==> config.mk <==
export PLATFORM = sky130hd
export DESIGN_NAME = double_ended_queue_with_reverse_unit
export DESIGN_NICKNAME = d
export VERILOG_FILES = /design/src/sv/deque_pkg.sv /design/src/sv/deque_ctrl.sv /design/src/sv/deque_dpath.sv /design/src/sv/double_ended_queue_with_reverse_unit.sv
export SDC_FILE = /design/constraint.sdc
export NUM_CORES = 1
export LEC_CHECK = 0
export BUFFER_PORTS_ARGS = -buffer_cell sky130_fd_sc_hd__buf_4
export CAP_MARGIN = 20
export CORE_MARGIN = 3
export CORE_UTILIZATION = 60
export DETAILED_ROUTE_END_ITERATION = 12
export GPL_TIMING_DRIVEN = 1
export PLACE_DENSITY_LB_ADDON = 0.08
export SYNTH_ARGS = -nofsm -noshare
export SYNTH_HDL_FRONTEND = slang
export SYNTH_SLANG_ARGS = --single-unit
==> constraint.sdc <==
create_clock -name clk_i -period 5.41 [get_ports clk_i]
set_input_delay 1.3525 -clock clk_i [delete_from_list [all_inputs] [get_ports clk_i]]
set_output_delay 1.3525 -clock clk_i [all_outputs]
set_load 0.01 [all_outputs]
==> src/sv/deque_pkg.sv <==
`default_nettype none

package deque_pkg;

  // Default sizes of the store.
  localparam int unsigned QueueDepthDef = 16;
  localparam int unsigned ValueWidthDef = 64;

  // Fixed widths of the channel fields.
  localparam int unsigned CmdW    = 3;
  localparam int unsigned ValueW  = 64;
  localparam int unsigned StatusW = 2;
  localparam int unsigned CountW  = 5;

  // Command codes. Unlisted codes behave as a size query.
  typedef enum logic [CmdW-1:0] {
    CMD_INS_HEAD = 3'd0,
    CMD_INS_TAIL = 3'd1,
    CMD_REM_HEAD = 3'd2,
    CMD_REVERSE  = 3'd3,
    CMD_SIZE     = 3'd4
  } cmd_e;

  // Result status codes.
  typedef enum logic [StatusW-1:0] {
    STAT_OK    = 2'd0,
    STAT_EMPTY = 2'd1,
    STAT_FULL  = 2'd2
  } status_e;

  // Commands from the controller to the datapath.
  typedef struct packed {
    logic capture;  // latch the input payload
    logic exec;     // apply the command to the store
  } dp_ctrl_t;

endpackage

`default_nettype wire

==> src/sv/deque_ctrl.sv <==
`default_nettype none

module deque_ctrl
  import deque_pkg::*;
(
  input  wire logic     clk_i,
  input  wire logic     rst_ni,
  input  wire logic     in_valid_i,
  output logic          in_ready_o,
  output logic          out_valid_o,
  input  wire logic     out_ready_i,
  output dp_ctrl_t      ctrl_o
);

  typedef enum logic [2:0] {
    S_IDLE = 3'b001,
    S_EXEC = 3'b010,
    S_OUT  = 3'b100
  } state_e;

  state_e state_q, state_d;

  // Sequence one command: capture, execute, then hold the result.
  always_comb begin
    state_d        = state_q;
    ctrl_o.capture = 1'b0;
    ctrl_o.exec    = 1'b0;
    case (state_q)
      S_IDLE: begin
        if (in_valid_i) begin
          ctrl_o.capture = 1'b1;
          state_d        = S_EXEC;
        end
      end
      S_EXEC: begin
        ctrl_o.exec = 1'b1;
        state_d     = S_OUT;
      end
      S_OUT: begin
        if (out_ready_i) begin
          state_d = S_IDLE;
        end
      end
      default: begin
        state_d = S_IDLE;
      end
    endcase
  end

  always_ff @(posedge clk_i or negedge rst_ni) begin
    if (!rst_ni) begin
      state_q <= S_IDLE;
    end else begin
      state_q <= state_d;
    end
  end

  assign in_ready_o  = (state_q == S_IDLE);
  assign out_valid_o = (state_q == S_OUT);

endmodule

`default_nettype wire

==> src/sv/deque_dpath.sv <==
`default_nettype none

module deque_dpath
  import deque_pkg::*;
#(
  parameter int unsigned QUEUE_DEPTH = QueueDepthDef,
  parameter int unsigned VALUE_WIDTH = ValueWidthDef
) (
  input  wire logic               clk_i,
  input  wire logic               rst_ni,
  input  wire dp_ctrl_t           ctrl_i,
  input  wire logic [CmdW-1:0]    command_i,
  input  wire logic [ValueW-1:0]  item_value_i,
  output logic [ValueW-1:0]       removed_value_o,
  output logic [StatusW-1:0]      status_o,
  output logic [CountW-1:0]       entry_count_o
);

  localparam int unsigned IdxW = $clog2(QUEUE_DEPTH);
  localparam int unsigned CntW = $clog2(QUEUE_DEPTH + 1);
  localparam int unsigned SumW = CntW + 1;

  localparam logic [IdxW-1:0] LastIdx  = IdxW'(QUEUE_DEPTH - 1);
  localparam logic [CntW-1:0] FullCnt  = CntW'(QUEUE_DEPTH);
  localparam logic [SumW-1:0] DepthSum = SumW'(QUEUE_DEPTH);

  logic [VALUE_WIDTH-1:0] mem [QUEUE_DEPTH];

  logic [CmdW-1:0]        cmd_q;
  logic [VALUE_WIDTH-1:0] val_q;
  logic [VALUE_WIDTH-1:0] rd_q;
  logic [IdxW-1:0]        front_q, front_d;
  logic [CntW-1:0]        count_q, count_d;
  logic                   rev_q, rev_d;
  logic [StatusW-1:0]     status_q, status_d;
  logic                   rem_ok_q, rem_ok_d;

  logic                   full, empty, is_ins, push_low, do_write;
  logic [IdxW-1:0]        front_dec, front_inc, high_slot, last_slot;
  logic [IdxW-1:0]        wr_addr, rd_addr;
  logic [SumW-1:0]        high_sum, last_sum;
  logic [CntW+CountW-1:0] count_ext;

  // Latch the payload of an accepted transfer.
  always_ff @(posedge clk_i) begin
    if (ctrl_i.capture) begin
      cmd_q <= command_i;
      val_q <= item_value_i[VALUE_WIDTH-1:0];
    end
  end

  // Ring index arithmetic; sums stay below twice the depth.
  assign full      = (count_q == FullCnt);
  assign empty     = (count_q == '0);
  assign front_dec = (front_q == '0) ? LastIdx : front_q - IdxW'(1);
  assign front_inc = (front_q == LastIdx) ? '0 : front_q + IdxW'(1);
  assign high_sum  = SumW'(front_q) + SumW'(count_q);
  assign last_sum  = high_sum - SumW'(1);
  assign high_slot = (high_sum >= DepthSum) ? IdxW'(high_sum - DepthSum) : IdxW'(high_sum);
  assign last_slot = (last_sum >= DepthSum) ? IdxW'(last_sum - DepthSum) : IdxW'(last_sum);

  assign is_ins   = (cmd_q == CMD_INS_HEAD) || (cmd_q == CMD_INS_TAIL);
  assign push_low = (cmd_q == CMD_INS_HEAD) != rev_q;
  assign do_write = ctrl_i.exec && is_ins && !full;
  assign wr_addr  = push_low ? front_dec : high_slot;
  assign rd_addr  = rev_q ? last_slot : front_q;

  // Next state of the ring for the held command.
  always_comb begin
    front_d  = front_q;
    count_d  = count_q;
    rev_d    = rev_q;
    status_d = STAT_OK;
    rem_ok_d = 1'b0;
    case (cmd_q)
      CMD_INS_HEAD, CMD_INS_TAIL: begin
        if (full) begin
          status_d = STAT_FULL;
        end else begin
          count_d = count_q + CntW'(1);
          if (push_low) begin
            front_d = front_dec;
          end
        end
      end
      CMD_REM_HEAD: begin
        if (empty) begin
          status_d = STAT_EMPTY;
        end else begin
          rem_ok_d = 1'b1;
          count_d  = count_q - CntW'(1);
          if (!rev_q) begin
            front_d = front_inc;
          end
        end
      end
      CMD_REVERSE: begin
        if (count_q >= CntW'(2)) begin
          rev_d = !rev_q;
        end
      end
      default: begin
      end
    endcase
  end

  // Ring control registers.
  always_ff @(posedge clk_i or negedge rst_ni) begin
    if (!rst_ni) begin
      front_q <= '0;
      count_q <= '0;
      rev_q   <= 1'b0;
    end else if (ctrl_i.exec) begin
      front_q <= front_d;
      count_q <= count_d;
      rev_q   <= rev_d;
    end
  end

  // Result registers.
  always_ff @(posedge clk_i) begin
    if (ctrl_i.exec) begin
      status_q <= status_d;
      rem_ok_q <= rem_ok_d;
    end
  end

  // Entry store: one write port, one registered read port.
  always_ff @(posedge clk_i) begin
    if (do_write) begin
      mem[wr_addr] <= val_q;
    end
  end

  always_ff @(posedge clk_i) begin
    if (ctrl_i.exec) begin
      rd_q <= mem[rd_addr];
    end
  end

  assign count_ext       = (CntW + CountW)'(count_q);
  assign removed_value_o = rem_ok_q ? ValueW'(rd_q) : '0;
  assign status_o        = status_q;
  assign entry_count_o   = count_ext[CountW-1:0];

endmodule

`default_nettype wire

==> src/sv/double_ended_queue_with_reverse_unit.sv <==
// Bounded double-ended queue held as a ring buffer with an orientation flag.
// A command passes through the states idle (capture), execute and output; its result
// is held until taken, and no new command is accepted before then. The payload is
// latched on acceptance and applied in the execute state.
// Reset clears the ring pointers, count, orientation and control; the entry
// store keeps its contents and needs no clearing pass.
`default_nettype none

module double_ended_queue_with_reverse_unit
  import deque_pkg::*;
#(
  parameter int unsigned QUEUE_DEPTH = QueueDepthDef,
  parameter int unsigned VALUE_WIDTH = ValueWidthDef
) (
  input  wire logic               clk_i,
  input  wire logic               rst_ni,
  input  wire logic               in_valid_i,
  output logic                    in_ready_o,
  input  wire logic [CmdW-1:0]    command_i,
  input  wire logic [ValueW-1:0]  item_value_i,
  output logic                    out_valid_o,
  input  wire logic               out_ready_i,
  output logic [ValueW-1:0]       removed_value_o,
  output logic [StatusW-1:0]      status_o,
  output logic [CountW-1:0]       entry_count_o
);

  dp_ctrl_t ctrl;

  // Command sequencer.
  deque_ctrl u_ctrl (
    .clk_i       (clk_i),
    .rst_ni      (rst_ni),
    .in_valid_i  (in_valid_i),
    .in_ready_o  (in_ready_o),
    .out_valid_o (out_valid_o),
    .out_ready_i (out_ready_i),
    .ctrl_o      (ctrl)
  );

  // Ring buffer datapath.
  deque_dpath #(
    .QUEUE_DEPTH (QUEUE_DEPTH),
    .VALUE_WIDTH (VALUE_WIDTH)
  ) u_dpath (
    .clk_i           (clk_i),
    .rst_ni          (rst_ni),
    .ctrl_i          (ctrl),
    .command_i       (command_i),
    .item_value_i    (item_value_i),
    .removed_value_o (removed_value_o),
    .status_o        (status_o),
    .entry_count_o   (entry_count_o)
  );

  // A waiting result blocks new input.
  a_out_blocks_in : assert property (@(posedge clk_i) disable iff (!rst_ni)
    out_valid_o |-> !in_ready_o)
    else $error("input ready while a result waits");

  // An input transfer is followed by the execute cycle, then the result.
  a_in_then_out : assert property (@(posedge clk_i) disable iff (!rst_ni)
    (in_valid_i && in_ready_o) |=> (!in_ready_o && !out_valid_o) ##1 out_valid_o)
    else $error("result not presented after execute");

  // An output transfer returns the block to idle.
  a_out_then_idle : assert property (@(posedge clk_i) disable iff (!rst_ni)
    (out_valid_o && out_ready_i) |=> in_ready_o)
    else $error("not idle after output transfer");

  // Only a successful remove returns a value.
  a_empty_zero : assert property (@(posedge clk_i) disable iff (!rst_ni)
    (out_valid_o && status_o != STAT_OK) |-> (removed_value_o == '0))
    else $error("value returned with failing status");

endmodule

`default_nettype wire

## Word-level counts from Yosys, hierarchy flattened

Memories as Yosys holds them, arrays and structs flattened. A register that Yosys moved wholly into a read port is not among the register bits.
Cells that the tools add are included.

| storage, ports and cells | value |
|---|---|
| bits of input ports | 71 |
| RAM bits | 1024 |
| bits in read-only memories | 0 |
| output and inout bits | 73 |
| bits in registers | 83 |
| logic and storage cells | 76 |
| memories | 1 |
| latch bits | 0 |

Memory list:

| name | depth | width | rd ports | clocked after memory_dff | write ports | line | RTL |
|---|---|---|---|---|---|---|---|
| u_dpath.mem | 16 | 64 | 1 | 1 | 1 | deque_dpath.sv:27 | `logic [VALUE_WIDTH-1:0] mem [QUEUE_DEPTH];` |

| cells by class | value |
|---|---|
| bitwise logic cells | 0 |
| muxes and demuxes | 27 |
| div/mod/pow operators | 0 |
| $lt $le $gt $ge | 3 |
| $add $sub $neg | 8 |
| eq/ne operators | 15 |
| shifts and indexed selects | 0 |
| multipliers | 0 |
| reductions and logical operators | 14 |

Operator list:

| cell | count |
|---|---|
| $mux 64 | 1 |
| $mux 4 | 10 |
| $ge 6x5->1 const B | 2 |
| $sub 4x1->4 const B | 3 |
| $mux 5 | 2 |
| $pmux 5 s2 | 1 |
| $eq 3x2->1 const B | 3 |
| $pmux 3 s3 | 1 |
| $ne 2x2->1 const B | 4 |
| $pmux 4 s2 | 1 |
| $mux 1 | 7 |
| $add 4x5->6 | 1 |
| $eq 3x1->1 const B | 2 |
| $mux 3 | 2 |
| $reduce_and 6->1 | 1 |
| $sub 6x1->6 const B | 1 |
| $add 5x1->5 const B | 1 |
| $eq 5x5->1 const B | 1 |
| $ge 5x2->1 const B | 1 |
| $logic_not 5->1 | 1 |
| $sub 5x1->5 const B | 1 |
| $add 4x1->4 const B | 1 |
| $eq 4x4->1 const B | 1 |
| $logic_not 4->1 | 1 |
| 14 further kinds | 17 |

## Depth between registers and ports, before layout

Gate-level depths: netlist (run 1).

| depth | value |
|---|---|
| word-level depth | 6 |
| mapped depth | 12 |
| gate-level depth less buffers | 10 |

## By module

A second synthesis (run 1) with hierarchy kept.

| second synthesis, totals | value |
|---|---|
| cells, all modules | 2161 |
| area, all modules | 45861.5 sq um |

Modules (own cells, without submodules):

| module | sequential area each (sq um) | times used | area each (sq um) | cells each |
|---|---|---|---|---|
| deque_dpath | 35023.6 | 1 | 45705.1 | 2149 |
| deque_ctrl | 76.3 | 1 | 156.4 | 12 |

## Worst setup path before layout (run 1)

Ideal clock, no wire load.

| timing | value |
|---|---|
| path type | register -> register |
| start | register u_dpath.count_q[1] (netlist: u_dpath.entry_count_o[1]) |
| end | memory u_dpath.mem[11][0] (netlist bit), enable pin |
| required time | 4923 ps |
| path slack | 495 ps |
| clock period less this slack | 4915 ps |
| cell stages (with the launch flop) | 8 |
| buffers on the path | 0 |
| library setup time | 487 ps |
| data arrival time | 4429 ps |
| cells stage by stage | dfrtp_1 > ha_1 > a21o_1 > a21oi_4 > xnor2_1 > xnor2_1 > a32oi_1 > nor2_1 |

| between the ends | value |
|---|---|
| word-level cells in the longest chain between the ends | 5 |
| elaborated cells on any way between the ends | 10 |
| classes of those cells | add/sub: 2; order compare: 1; eq/ne: 1; mux: 4; reduce/logical: 2 |

RTL lines:

| what | line | RTL |
|---|---|---|
| start, declared | deque_dpath.sv:33 | `logic [CntW-1:0] count_q, count_d;` |
| start signal, assigned | deque_dpath.sv:115 | `count_q <= count_d;` |
| branches (longest 5 deep; another with $add 4x5->6) | -- |  |
| end, declared | deque_dpath.sv:27 |  |

Parallel ways; which one is timed is not known.

## Worst setup path in the final report (run 1)

| timing | value |
|---|---|
| start | register u_dpath.front_q[0] |
| end | register u_dpath.rd_q[56], read port of u_dpath.mem, data pin |

| between the ends | value |
|---|---|
| word-level cells in the longest chain between the ends | 5 |
| elaborated cells on any way between the ends | 6 |
| classes of those cells | add/sub: 3; order compare: 1; mux: 2 |

RTL lines:

| what | line | RTL |
|---|---|---|
| start, declared | deque_dpath.sv:32 | `logic [IdxW-1:0] front_q, front_d;` |
| start signal, assigned | deque_dpath.sv:114 | `front_q <= front_d;` |
| $add 4x5->6 | deque_dpath.sv:57 | `assign high_sum = SumW'(front_q) + SumW'(count_q);` |
| $sub 6x1->6 | deque_dpath.sv:58 | `assign last_sum = high_sum - SumW'(1);` |
| $ge 6x5->1 or $sub 4x1->4 (tied branches) | deque_dpath.sv:60 | `assign last_slot = (last_sum >= DepthSum) ? IdxW'(last_sum - DepthSum) : IdxW'(last_sum);` |
| $mux 4 | deque_dpath.sv:60 |  |
| $mux 4 (*) | deque_dpath.sv:66 | `assign rd_addr = rev_q ? last_slot : front_q;` |
| end, declared | deque_dpath.sv:31 | `logic [VALUE_WIDTH-1:0] rd_q;` |

Every way passes the cells marked *; elsewhere a longest branch is shown, timed or not.
A chain may end at the register's enable or synchronous reset.

==> results.md, run 1 <==
- Status: finished clean
- RSZ-0062 raised after global routing: false
- Num rows: 100
- Initial antenna violation count: 0
- Starting density of the core: 0.610
- Fraction of the yosys area taken by sequential cells: 0.769
- Synth Cell Area: 45600 sq um
- Residual DRC: 0
- Sink Count: 1171
- #FFs+latches synth: 1171
- Maximum clock path buffer count: 3
- Pwr dens: 575 nW/um^2
- Predominant post-synthesis flop cell: edfxtp_1
- Worst skew pair latency: 0.68 ns
- Synth top area share: 0.762
- Sequential power share: 0.389
- Relative slew slack: 0.268
- Routed wire per std cell: 30.9 microns
- DIE AREA: 79400 sq um
- Least-Margin Pin Slew: 1.10 ns
- CP required: 5.81 ns
- Clk pwr share: 0.260
- WS Path Type: flop to flop
- Post-Route WL: 105000 microns
- Crit start category: flop
- Final Net Count: 2431
- Drt pass-1 iters: 5
- Internal power: 20.3 mW
- Net Sw Power: 9.49 mW
- CP arrival: 4.83 ns
- Leak: 16.5 nW
- Min Clock Period, post-route: 4.43 ns
- Combinational share of power: 0.350
- Crit end category: flop
- Gr ovfl total: 0
- H-tree levels: 3
- Post-CTS sizing: 0
- Total number of vias: 22900
- Final Hold Fails: 0
- Hold_buf cts: 0
- Vias in the first global route: 23400
- RePlAce Congestion: 0.777
- Cell taking the most area after synthesis: edfxtp_1
- TritonCTS clock tree: yes
- Largest cells by area after synthesis: edfxtp_1 76%, mux4_2 13%, o22ai_1 1.8%, mux2_2 1.6%, buf_2 0.93%
- Final setup violation count: 0
- Gate Count Post-Synth: 2155
- Die height: 282 microns
- Fillers: 4620
- Syn nets: 2237
- Post-CTS Setup Repair Bufs: 0
- Final HPWL DP: 54200 microns
- Net Sw Frac: 0.318
- Setup TNS: 0 ns
- CP max FO: 55
- Clk slew on worst S/H paths: 0.06 ns
- Cts bufs inserted: 114
- Layout area overhead: 13.8%
- Core ar.: 74800 sq um
- Die X: 282 microns
- Port bufs: 143
- IO Pins: 144
- Post-route antenna net violation count: 0
- Min-delay worst type: input port to async pin
- Layout cell share with drive strength beyond 1: 0.299
- First-pass GRT wire length: 157000 microns
- Cell variety after synth: 51
- Initial drt markers: 2659
- Worst slack at placement: 1.09 ns
- Post-synth ARST share: 0.0111
- Ys Warns: 0
- Maximum vdd drop: 0.515 mV
- Pin count of the biggest net entering global routing: 70
- Fin cells: 3409
- Number of synthesized flops with an enable pin: 1158
- Ant. Diodes: 0
- Drt via density: 6.71
- Max Clock Skew: 0.0325 ns
- Final period util: 0.819
- Pins Over Slew Limit: 0
- Max cap viols: 0
- Maximum clock rate: 226 MHz
- Commonest cells in the netlist: 1158 x edfxtp_1, 256 x mux4_2, 128 x o22ai_1
- Setup slack after layout: 0.981 ns
- Total GRT Usage: 0.274
- Most common cell in the synthesized netlist: edfxtp_1
- Number of cells after detailed placement: 3202
- Flop-to-flop setup slack: 0.98 ns
- Clock root buffer: clkbuf_16
- Avg Inst Size Synth: 21.2 sq um
- Overall Power: 29.8 mW
==> area by class of cell <==
cell class,count,area (sq um),share of cell area
Clock buffer,137,3000,0.0578
Inverter,11,42.5,0.000820
Multi-Input combinational cell,839,9930,0.191
Sequential cell,1171,35100,0.676
Clock inverter,70,658,0.0127
Timing Repair Buffer,212,1960,0.0378
Tap cell,969,1210,0.0234
==> registers in the layout, summed over array words and instances (netlist names) <==
| signal | flops |
|---|---|
| u_dpath.mem | 1024 |
| u_dpath.rd_q | 64 |
| u_dpath.val_q | 64 |
| u_dpath.entry_count_o | 5 |
| u_dpath.front_q | 4 |
| u_ctrl.state_q | 3 |
| u_dpath.cmd_q | 3 |
| u_dpath.status_o | 2 |
| u_dpath.rem_ok_q | 1 |
| u_dpath.rev_q | 1 |
==> power by group through the flow <==
stage | sequential [mW] | combinational (mW) | clock, mW
floorplan | 11.5 | 7.78 | 0
global placement | 11.7 | 10.2 | 0
detailed placement | 11.8 | 10.5 | 0
CTS | 11.6 | 10.5 | 7.88
global route | 11.7 | 11.2 | 8.25
finish | 11.6 | 10.5 | 7.76
==> worst max-delay path: stages (launching register included) <==
cell and delay, ns:
dfrtp_1 0.51, ha_1 0.28, fa_1 0.55, inv_1 0.07, ha_1 0.22, xor3_1 0.37, mux2i_1 0.53, nand2_4 0.58
buf_4 0.50, o22ai_1 0.25, mux2_2 0.20, a31oi_1 0.04
==> per-layer routing <==
| layer | share of wire | GRT usage | wire (microns) | vias to the layer above |
|---|---|---|---|---|
| met5 | 0 | 0 | 0 | - |
| met4 | 0.029 | 0.0826 | 3050 | 0 |
| met3 | 0.074 | 0.0399 | 7820 | 197 |
| met2 | 0.49 | 0.442 | 51900 | 1046 |
| met1 | 0.40 | 0.401 | 42700 | 12200 |
| li1 | - | - | - | 9487 |
==> metrics by stage <==
stage / area, sq um / utilization / hold WS (ns)
global placement: 48200 / 0.644 / 0.557
finish: 51900 / 0.694 / 0.503
floorplan: 45600 / - / 0.535
detailed placement: 48200 / 0.645 / 0.564
CTS: 51900 / 0.694 / 0.474
global route: 51900 / 0.694 / 0.494
==> placed cells by master (no fill, tap or decap), drive strengths merged, types with 3 or more instances in the layout <==
cell / synthesis / final
nand2: 12 / 12
inv: 11 / 13
dfrtp: 12 / 12
nor3: 6 / 6
a32oi: 4 / 4
nor3b: 3 / 3
edfxtp: 1158 / 1158
o31ai: 3 / 3
clkinvlp: 0 / 7
clkbuf: 23 / 137
xnor2: 13 / 13
nand3: 69 / 69
bufinv: 0 / 11
a21oi: 12 / 12
mux2i: 5 / 5
and2: 67 / 67
o21ai: 74 / 74
a21o: 3 / 3
mux4: 256 / 256
ha: 9 / 9
a31oi: 65 / 65
mux2: 66 / 66
nor2: 22 / 22
buf: 111 / 212
clkinv: 0 / 50
o22ai: 128 / 128
==> cell families (layout without fill, tap and decap cells) <==
family	after synthesis	in the layout	share of synthesized area
flip-flops	1171	1171	0.769
adder cells (fa/ha/maj)	11	11	0.00335
AO/OA/AOI/OAI	296	296	0.0393
multiplexers	327	327	0.144
AND/OR/NAND/NOR	187	187	0.0221
XOR/XNOR	18	18	0.00442
buffers and inverters	145	430	0.0175
==> final timing paths <==
path                                                start                              endpoint  depth (start not counted)
setup / recovery           u_dpath.front_q[0]$_DFFE_PN0P_            u_dpath.rd_q[56]$_DFFE_PN_                         11
hold / removal                                     rst_ni  u_dpath.entry_count_o[1]$_DFFE_PN0P_                          1
setup reg to reg           u_dpath.front_q[0]$_DFFE_PN0P_            u_dpath.rd_q[56]$_DFFE_PN_                         11
hold reg to reg             u_ctrl.state_q[0]$_DFFE_PN1P_         u_ctrl.state_q[2]$_DFFE_PN0P_                          1
max in group asynchronous                          rst_ni         u_ctrl.state_q[0]$_DFFE_PN1P_                          1
min in group clk_i          u_ctrl.state_q[0]$_DFFE_PN1P_         u_ctrl.state_q[2]$_DFFE_PN0P_                          1
(Power assumes the default switching activity.)
==> run 2: changes to the inputs <==
==> constraint.sdc (replaced) <==
create_clock -name clk_i -period 4.3 [get_ports clk_i]
set_input_delay 1.075 -clock clk_i [delete_from_list [all_inputs] [get_ports clk_i]]
set_output_delay 1.075 -clock clk_i [all_outputs]
set_load 0.01 [all_outputs]
==> run 2 against run 1 <==
Wire length rose by 1.7%. Die area did not move. Sequential share of layout area fell by 0.39 points. Utilization rose by 0.40 points. Critical path type unchanged. Highest routed layer unchanged. Global-route usage rose by 0.25 points. Largest cell class unchanged.
==> results.md, run 2 (synthesized netlist as in run 1, its figures left out) <==
- Final Hold Fails: 0 (unchanged)
- Routed wire per std cell: 31.3 microns (was 30.9 microns)
- CP max-delay cell: fa_1 (was nand2_4)
- Pwr dens: 726 nW/um^2 (was 575 nW/um^2)
- Sink Count: 1171 (unchanged)
- Layout cell share with drive strength beyond 1: 0.304 (was 0.299)
- CP max FO: 25 (was 55)
- Total GRT Usage: 0.277 (was 0.274)
- CP startpoint: u_dpath.entry_count_o[0]$_DFFE_PN0P_ (was u_dpath.front_q[0]$_DFFE_PN0P_)
- Top reg by flops: u_dpath.mem (unchanged)
- Cts bufs inserted: 114 (unchanged)
- IO Pins: 144 (unchanged)
- Port bufs: 143 (unchanged)
- Final HPWL DP: 54700 microns (was 54200 microns)
- Gr ovfl total: 0 (unchanged)
- Critical path depth: 11 (unchanged)
- Drt via density: 6.76 (was 6.71)
- Clock root buffer: clkbuf_16 (unchanged)
- Final period util: 0.922 (was 0.819)
- Post-Route WL: 107000 microns (was 105000 microns)
- Most common cell on crit path: ha_1 (unchanged)
- Relative slew slack: 0.256 (was 0.268)
- Initial antenna violation count: 0 (unchanged)
- Max Clock Skew: 0.0254 ns (was 0.0325 ns)
- Pins Over Slew Limit: 0 (unchanged)
- Largest register FFs: 1024 (unchanged)
- Largest stage delay, worst path: 0.55 ns (was 0.58 ns)
- DIE AREA: 79400 sq um (unchanged)
- Layout area overhead: 14.4% (was 13.8%)
- Final setup violation count: 0 (unchanged)
- Commonest non-fill, non-tap cell in the layout: edfxtp_1 (unchanged)
- Residual DRC: 0 (unchanged)
- CP required: 4.67 ns (was 5.81 ns)
- TritonCTS clock tree: yes (unchanged)
- Net Sw Power: 12.0 mW (was 9.49 mW)
- H-tree levels: 3 (unchanged)
- Status: finished clean (unchanged)
- Flop-to-flop setup slack: 0.33 ns (was 0.98 ns)
- Die height: 282 microns (unchanged)
- Crit end category: flop (unchanged)
- Hold_buf cts: 0 (unchanged)
- Num rows: 100 (unchanged)
- Clk pwr share: 0.262 (was 0.260)
- Setup TNS: 0 ns (unchanged)
- RSZ-0062 raised after global routing: false (unchanged)
- Pin count of the biggest net entering global routing: 70 (unchanged)
- Total number of vias: 23100 (was 22900)
- Maximum vdd drop: 0.776 mV (was 0.515 mV)
- Clk slew on worst S/H paths: 0.07 ns (was 0.06 ns)
- Ant. Diodes: 0 (unchanged)
- RePlAce Congestion: 0.760 (was 0.777)
- Reg-to-reg critical path startpoint: u_dpath.entry_count_o[0]$_DFFE_PN0P_ (was u_dpath.front_q[0]$_DFFE_PN0P_)
- CP arrival: 4.33 ns (was 4.83 ns)
- Initial drt markers: 2828 (was 2659)
- Post-CTS sizing: 0 (unchanged)
- Post-CTS Setup Repair Bufs: 0 (unchanged)
- Leak: 16.7 nW (was 16.5 nW)
- Final hold slack: 0.241 ns (was 0.503 ns)
- FF-to-FF path depth: 11 (unchanged)
- CP Buf/Inv Count: 2 (unchanged)
- Net Sw Frac: 0.316 (was 0.318)
- Starting density of the core: 0.610 (unchanged)
- Largest registers: u_dpath.mem: 1024 flops, u_dpath.rd_q: 64 flops, u_dpath.val_q: 64 flops (unchanged)
- Fillers: 4609 (was 4620)
- Min Clock Period, post-route: 3.97 ns (was 4.43 ns)
- Sequential power share: 0.384 (was 0.389)
- Max cap viols: 0 (unchanged)
- CP delay by family, top: adder cells (unchanged)
- Vias in the first global route: 23600 (was 23400)
- Crit-path cells: ha_1 -> fa_1 -> inv_1 -> ha_1 -> xor3_1 -> mux2i_1 -> nand2_4 -> buf_4 -> o22ai_1 -> mux2_2 -> a31oi_1 (unchanged)
- Worst skew pair latency: 0.67 ns (was 0.68 ns)
- Most frequent cells in the layout: 1158 x edfxtp_1, 256 x mux4_2, 193 x buf_4, 128 x o22ai_1, 117 x clkbuf_16 (was 1158 x edfxtp_1, 256 x mux4_2, 184 x buf_4, 128 x o22ai_1, 117 x clkbuf_16)
- Core ar.: 74800 sq um (unchanged)
- Final Net Count: 2449 (was 2431)
- Min-delay worst type: input port to async pin (unchanged)
- Least-Margin Pin Slew: 1.12 ns (was 1.10 ns)
- Crit start category: flop (unchanged)
- Die X: 282 microns (unchanged)
- Crit path capture: u_dpath.rd_q[47]$_DFFE_PN_ (was u_dpath.rd_q[56]$_DFFE_PN_)
- Internal power: 25.9 mW (was 20.3 mW)
- First-pass GRT wire length: 158000 microns (was 157000 microns)
- Post-route antenna net violation count: 0 (unchanged)
- WS Path Type: flop to flop (unchanged)
- Combinational share of power: 0.354 (was 0.350)
- Maximum clock rate: 252 MHz (was 226 MHz)
- Drt pass-1 iters: 7 (was 5)
- Reg2Reg Capture Point: u_dpath.rd_q[47]$_DFFE_PN_ (was u_dpath.rd_q[56]$_DFFE_PN_)
- Maximum clock path buffer count: 3 (unchanged)
-- run 2: routing by layer --
layer / vias up / track usage / part of all wire / routed length (microns)
li1: 9526 / - / - / -
met1: 12300 / 0.403 / 0.40 / 42900
met2: 1123 / 0.449 / 0.49 / 52900
met3: 202 / 0.0431 / 0.080 / 8540
met4: 0 / 0.0749 / 0.026 / 2820
met5: - / 0 / 0 / 0
-- run 2: per-stage QoR --
step / instances / setup slack (ns) / power [mW] / area (sq um) / util
final: 3426 / 0.334 / 37.9 / 52200 / 0.698
after global routing: 3426 / 0.174 / 39.6 / 52200 / 0.698
after CTS: 3426 / 0.354 / 38.2 / 52200 / 0.698
after detailed placement: 3220 / 0.387 / 28.2 / 48500 / 0.648
after global placement: 3220 / 0.499 / 27.9 / 48500 / 0.648
after floorplan: 2155 / -0.615 / 24.3 / 45600 / -
-- run 2: power by group through the flow --
stage / clock network [mW] / logic [mW] / registers, mW
after floorplan: 0 / 9.79 / 14.5
after global placement: 0 / 13.2 / 14.7
after detailed placement: 0 / 13.5 / 14.8
after CTS: 10.1 / 13.5 / 14.5
after global routing: 10.6 / 14.4 / 14.6
final: 9.94 / 13.4 / 14.5
-- run 2: layout make-up --
type,instances,area (sq um),share of cell area
Inverter,11,42.5,0.000815
Sequential cell,1171,35100,0.672
Clock inverter,69,733,0.0140
Clock buffer,137,3000,0.0575
Timing Repair Buffer,230,2190,0.0419
Multi-Input combinational cell,839,9930,0.190
Tap cell,969,1210,0.0232
-- run 2: worst min-delay path by stage --
stage	to	startpoint	cells after the start
final	u_dpath.front_q[1]$_DFFE_PN0P_	rst_ni	1
after global routing	u_dpath.front_q[1]$_DFFE_PN0P_	rst_ni	1
after CTS	u_dpath.front_q[1]$_DFFE_PN0P_	rst_ni	1
after detailed placement	u_ctrl.state_q[2]$_DFFE_PN0P_	u_ctrl.state_q[0]$_DFFE_PN1P_	1
after global placement	u_ctrl.state_q[2]$_DFFE_PN0P_	u_ctrl.state_q[0]$_DFFE_PN1P_	1
after floorplan	u_ctrl.state_q[2]$_DFFE_PN0P_	u_ctrl.state_q[0]$_DFFE_PN1P_	1
-- run 2: worst register-to-register path: cells and delay by family, from the launching register on --
family          cells  cell delay [ns]
compound gates      2             0.24
xor+xnor            1             0.36
fa+ha+maj           3             1.05
buf+inv             2             0.45
flops               1             0.49
mux                 2             0.64
simple gates        1             0.43
==> run 3: changes to the inputs <==
--- a/config.mk
+++ b/config.mk
@@ -15,3 +15,4 @@
 export SYNTH_ARGS = -nofsm -noshare
 export SYNTH_HDL_FRONTEND = slang
 export SYNTH_SLANG_ARGS = --single-unit
+export TNS_END_PERCENT = 10
==> constraint.sdc (replaced) <==
create_clock -name clk_i -period 4.92 [get_ports clk_i]
set_input_delay 1.23 -clock clk_i [delete_from_list [all_inputs] [get_ports clk_i]]
set_output_delay 1.23 -clock clk_i [all_outputs]
set_load 0.01 [all_outputs]
==> run 3 against run 2 <==
Wire length shrank 0.26%. Register-to-register slack improved by 0.51 ns. Utilization decreased by 0.38 points. Critical endpoint is now u_dpath.rd_q[56]$_DFFE_PN_. Non-clock buffer count fell by 2. Global-route usage fell by 0.11 points. Highest routed layer unchanged. Sequential power decreased by 12%.
==> results.md, run 3 (synthesized netlist as in run 1, its figures left out) <==
- Status: finished clean (unchanged)
- Drt pass-1 iters: 6 (was 7)
- Residual DRC: 0 (unchanged)
- Initial drt markers: 2686 (was 2828)
- Die height: 282 microns (unchanged)
- Maximum clock path buffer count: 3 (unchanged)
- Layout area overhead: 13.8% (was 14.4%)
- Crit path capture: u_dpath.rd_q[56]$_DFFE_PN_ (was u_dpath.rd_q[47]$_DFFE_PN_)
- Port bufs: 143 (unchanged)
- Min-delay worst type: input port to async pin (unchanged)
- Setup slack after layout: 0.848 ns (was 0.334 ns)
- Post-route antenna net violation count: 0 (unchanged)
- Max cap viols: 0 (unchanged)
- H-tree levels: 3 (unchanged)
- Initial antenna violation count: 1 (was 0)
- Flop-to-flop setup slack: 0.85 ns (was 0.33 ns)
- Post-CTS Setup Repair Bufs: 0 (unchanged)
- CP startpoint: u_dpath.front_q[0]$_DFFE_PN0P_ (was u_dpath.entry_count_o[0]$_DFFE_PN0P_)
- Final Hold Fails: 0 (unchanged)
- Die X: 282 microns (unchanged)
- Area after DPL: 48400 sq um (was 48500 sq um)
- Layout cell share with drive strength beyond 1: 0.300 (was 0.304)
- Worst slack at placement: 0.873 ns (was 0.387 ns)
- Number of cells after detailed placement: 3218 (was 3220)
- Setup TNS: 0 ns (unchanged)
- Total GRT Usage: 0.276 (was 0.277)
- Total number of vias: 23100 (about the same)
- Hold_buf cts: 0 (unchanged)
- CP max FO: 42 (was 25)
- Post-CTS sizing: 0 (unchanged)
- Fin cells: 3427 (was 3426)
- Reg-to-reg critical path startpoint: u_dpath.front_q[0]$_DFFE_PN0P_ (was u_dpath.entry_count_o[0]$_DFFE_PN0P_)
- Least-Margin Pin Slew: 1.15 ns (was 1.12 ns)
- Largest registers: u_dpath.mem: 1024 flops, u_dpath.rd_q: 64 flops, u_dpath.val_q: 64 flops (unchanged)
- Final HPWL DP: 56800 microns (was 54700 microns)
- Final setup violation count: 0 (unchanged)
- Cts bufs inserted: 115 (was 114)
- Starting density of the core: 0.610 (unchanged)
- Maximum clock rate: 246 MHz (was 252 MHz)
- FF-to-FF path depth: 11 (unchanged)
- Worst skew pair latency: 0.68 ns (was 0.67 ns)
- Pwr dens: 625 nW/um^2 (was 726 nW/um^2)
- Post-Route WL: 107000 microns (about the same)
- Final Net Count: 2448 (was 2449)
- Pin count of the biggest net entering global routing: 98 (was 70)
- Drt via density: 6.74 (was 6.76)
- Largest register FFs: 1024 (unchanged)
- Min Clock Period, post-route: 4.07 ns (was 3.97 ns)
- Num rows: 100 (unchanged)
- Most frequent cells in the layout: 1158 x edfxtp_1, 256 x mux4_2, 194 x buf_4, 128 x o22ai_1, 115 x clkbuf_16 (was 1158 x edfxtp_1, 256 x mux4_2, 193 x buf_4, 128 x o22ai_1, 117 x clkbuf_16)
- TritonCTS clock tree: yes (unchanged)
- WS Path Type: flop to flop (unchanged)
- Maximum vdd drop: 0.783 mV (was 0.776 mV)
- Pins Over Slew Limit: 0 (unchanged)
- Routed wire per std cell: 31.2 microns (was 31.3 microns)
- Gr ovfl total: 0 (unchanged)
- Reg2Reg Capture Point: u_dpath.rd_q[56]$_DFFE_PN_ (was u_dpath.rd_q[47]$_DFFE_PN_)
- Crit start category: flop (unchanged)
- Post-route cell area: 51900 sq um (was 52200 sq um)
- Relative slew slack: 0.233 (was 0.256)
- Clock root buffer: clkbuf_16 (unchanged)
- DIE AREA: 79400 sq um (unchanged)
- Core ar.: 74800 sq um (unchanged)
- RSZ-0062 raised after global routing: false (unchanged)
- Final period util: 0.828 (was 0.922)
- RePlAce Congestion: 0.802 (was 0.760)
- Leak: 16.6 nW (was 16.7 nW)
- IO Pins: 144 (unchanged)
- Commonest non-fill, non-tap cell in the layout: edfxtp_1 (unchanged)
- CP required: 5.29 ns (was 4.67 ns)
- Sink Count: 1171 (unchanged)
- First-pass GRT wire length: 158000 microns (about the same)
- Vias in the first global route: 23500 (was 23600)
- Max Clock Skew: 0.0183 ns (was 0.0254 ns)
- CP arrival: 4.44 ns (was 4.33 ns)
- Crit end category: flop (unchanged)
- Clk slew on worst S/H paths: 0.06 ns (was 0.07 ns)
- Top reg by flops: u_dpath.mem (unchanged)
## run 3: worst max-delay path: stages, from the launching register on
cell,delay [ns]
dfrtp_1,0.52
ha_1,0.28
fa_1,0.53
inv_1,0.07
ha_1,0.21
xor3_1,0.36
mux2i_1,0.49
nand2_4,0.49
buf_4,0.39
o22ai_1,0.19
mux2_2,0.18
a31oi_1,0.04
## run 3: worst min-delay path by stage
stage	startpoint	endpoint	slack [ns]
final	rst_ni	u_dpath.entry_count_o[4]$_DFFE_PN0P_	0.40
after detailed placement	u_ctrl.state_q[0]$_DFFE_PN1P_	u_ctrl.state_q[2]$_DFFE_PN0P_	0.58
after floorplan	u_ctrl.state_q[0]$_DFFE_PN1P_	u_ctrl.state_q[2]$_DFFE_PN0P_	0.54
after CTS	rst_ni	u_dpath.entry_count_o[4]$_DFFE_PN0P_	0.36
after global placement	u_ctrl.state_q[0]$_DFFE_PN1P_	u_ctrl.state_q[2]$_DFFE_PN0P_	0.55
after global routing	rst_ni	u_dpath.entry_count_o[4]$_DFFE_PN0P_	0.38
## run 3: where the power goes
group	internal (mW)	switching [mW]
clock network	4.59	3.60
logic	5.35	6.16
registers	12.1	0.638
## run 3: through the flow
| step | hold WS (ns) | power, mW | util |
|---|---|---|---|
| after floorplan | 0.535 | 21.2 | - |
| after global placement | 0.553 | 24.2 | 0.647 |
| after detailed placement | 0.577 | 24.5 | 0.647 |
| after CTS | 0.361 | 32.7 | 0.694 |
| after global routing | 0.377 | 33.9 | 0.694 |
| final | 0.400 | 32.5 | 0.694 |
## run 3: final cells by class
type                            instances  area (sq um)
Clock inverter                         58           473
Tap cell                              969          1210
Timing Repair Buffer                  228          2140
Sequential cell                      1171         35100
Antenna cell                            1          2.50
Clock buffer                          150          3030
Fill cell                            4586         22900
Inverter                               11          42.5
Multi-Input combinational cell        839          9930
## run 3: per-layer routing
metal | share of wire | GRT usage | vias to the layer above
met2 | 0.49 | 0.440 | 1141
met1 | 0.41 | 0.403 | 12300
met5 | 0 | 0 | -
li1 | - | - | 9504
met3 | 0.081 | 0.0467 | 167
met4 | 0.024 | 0.0802 | 0
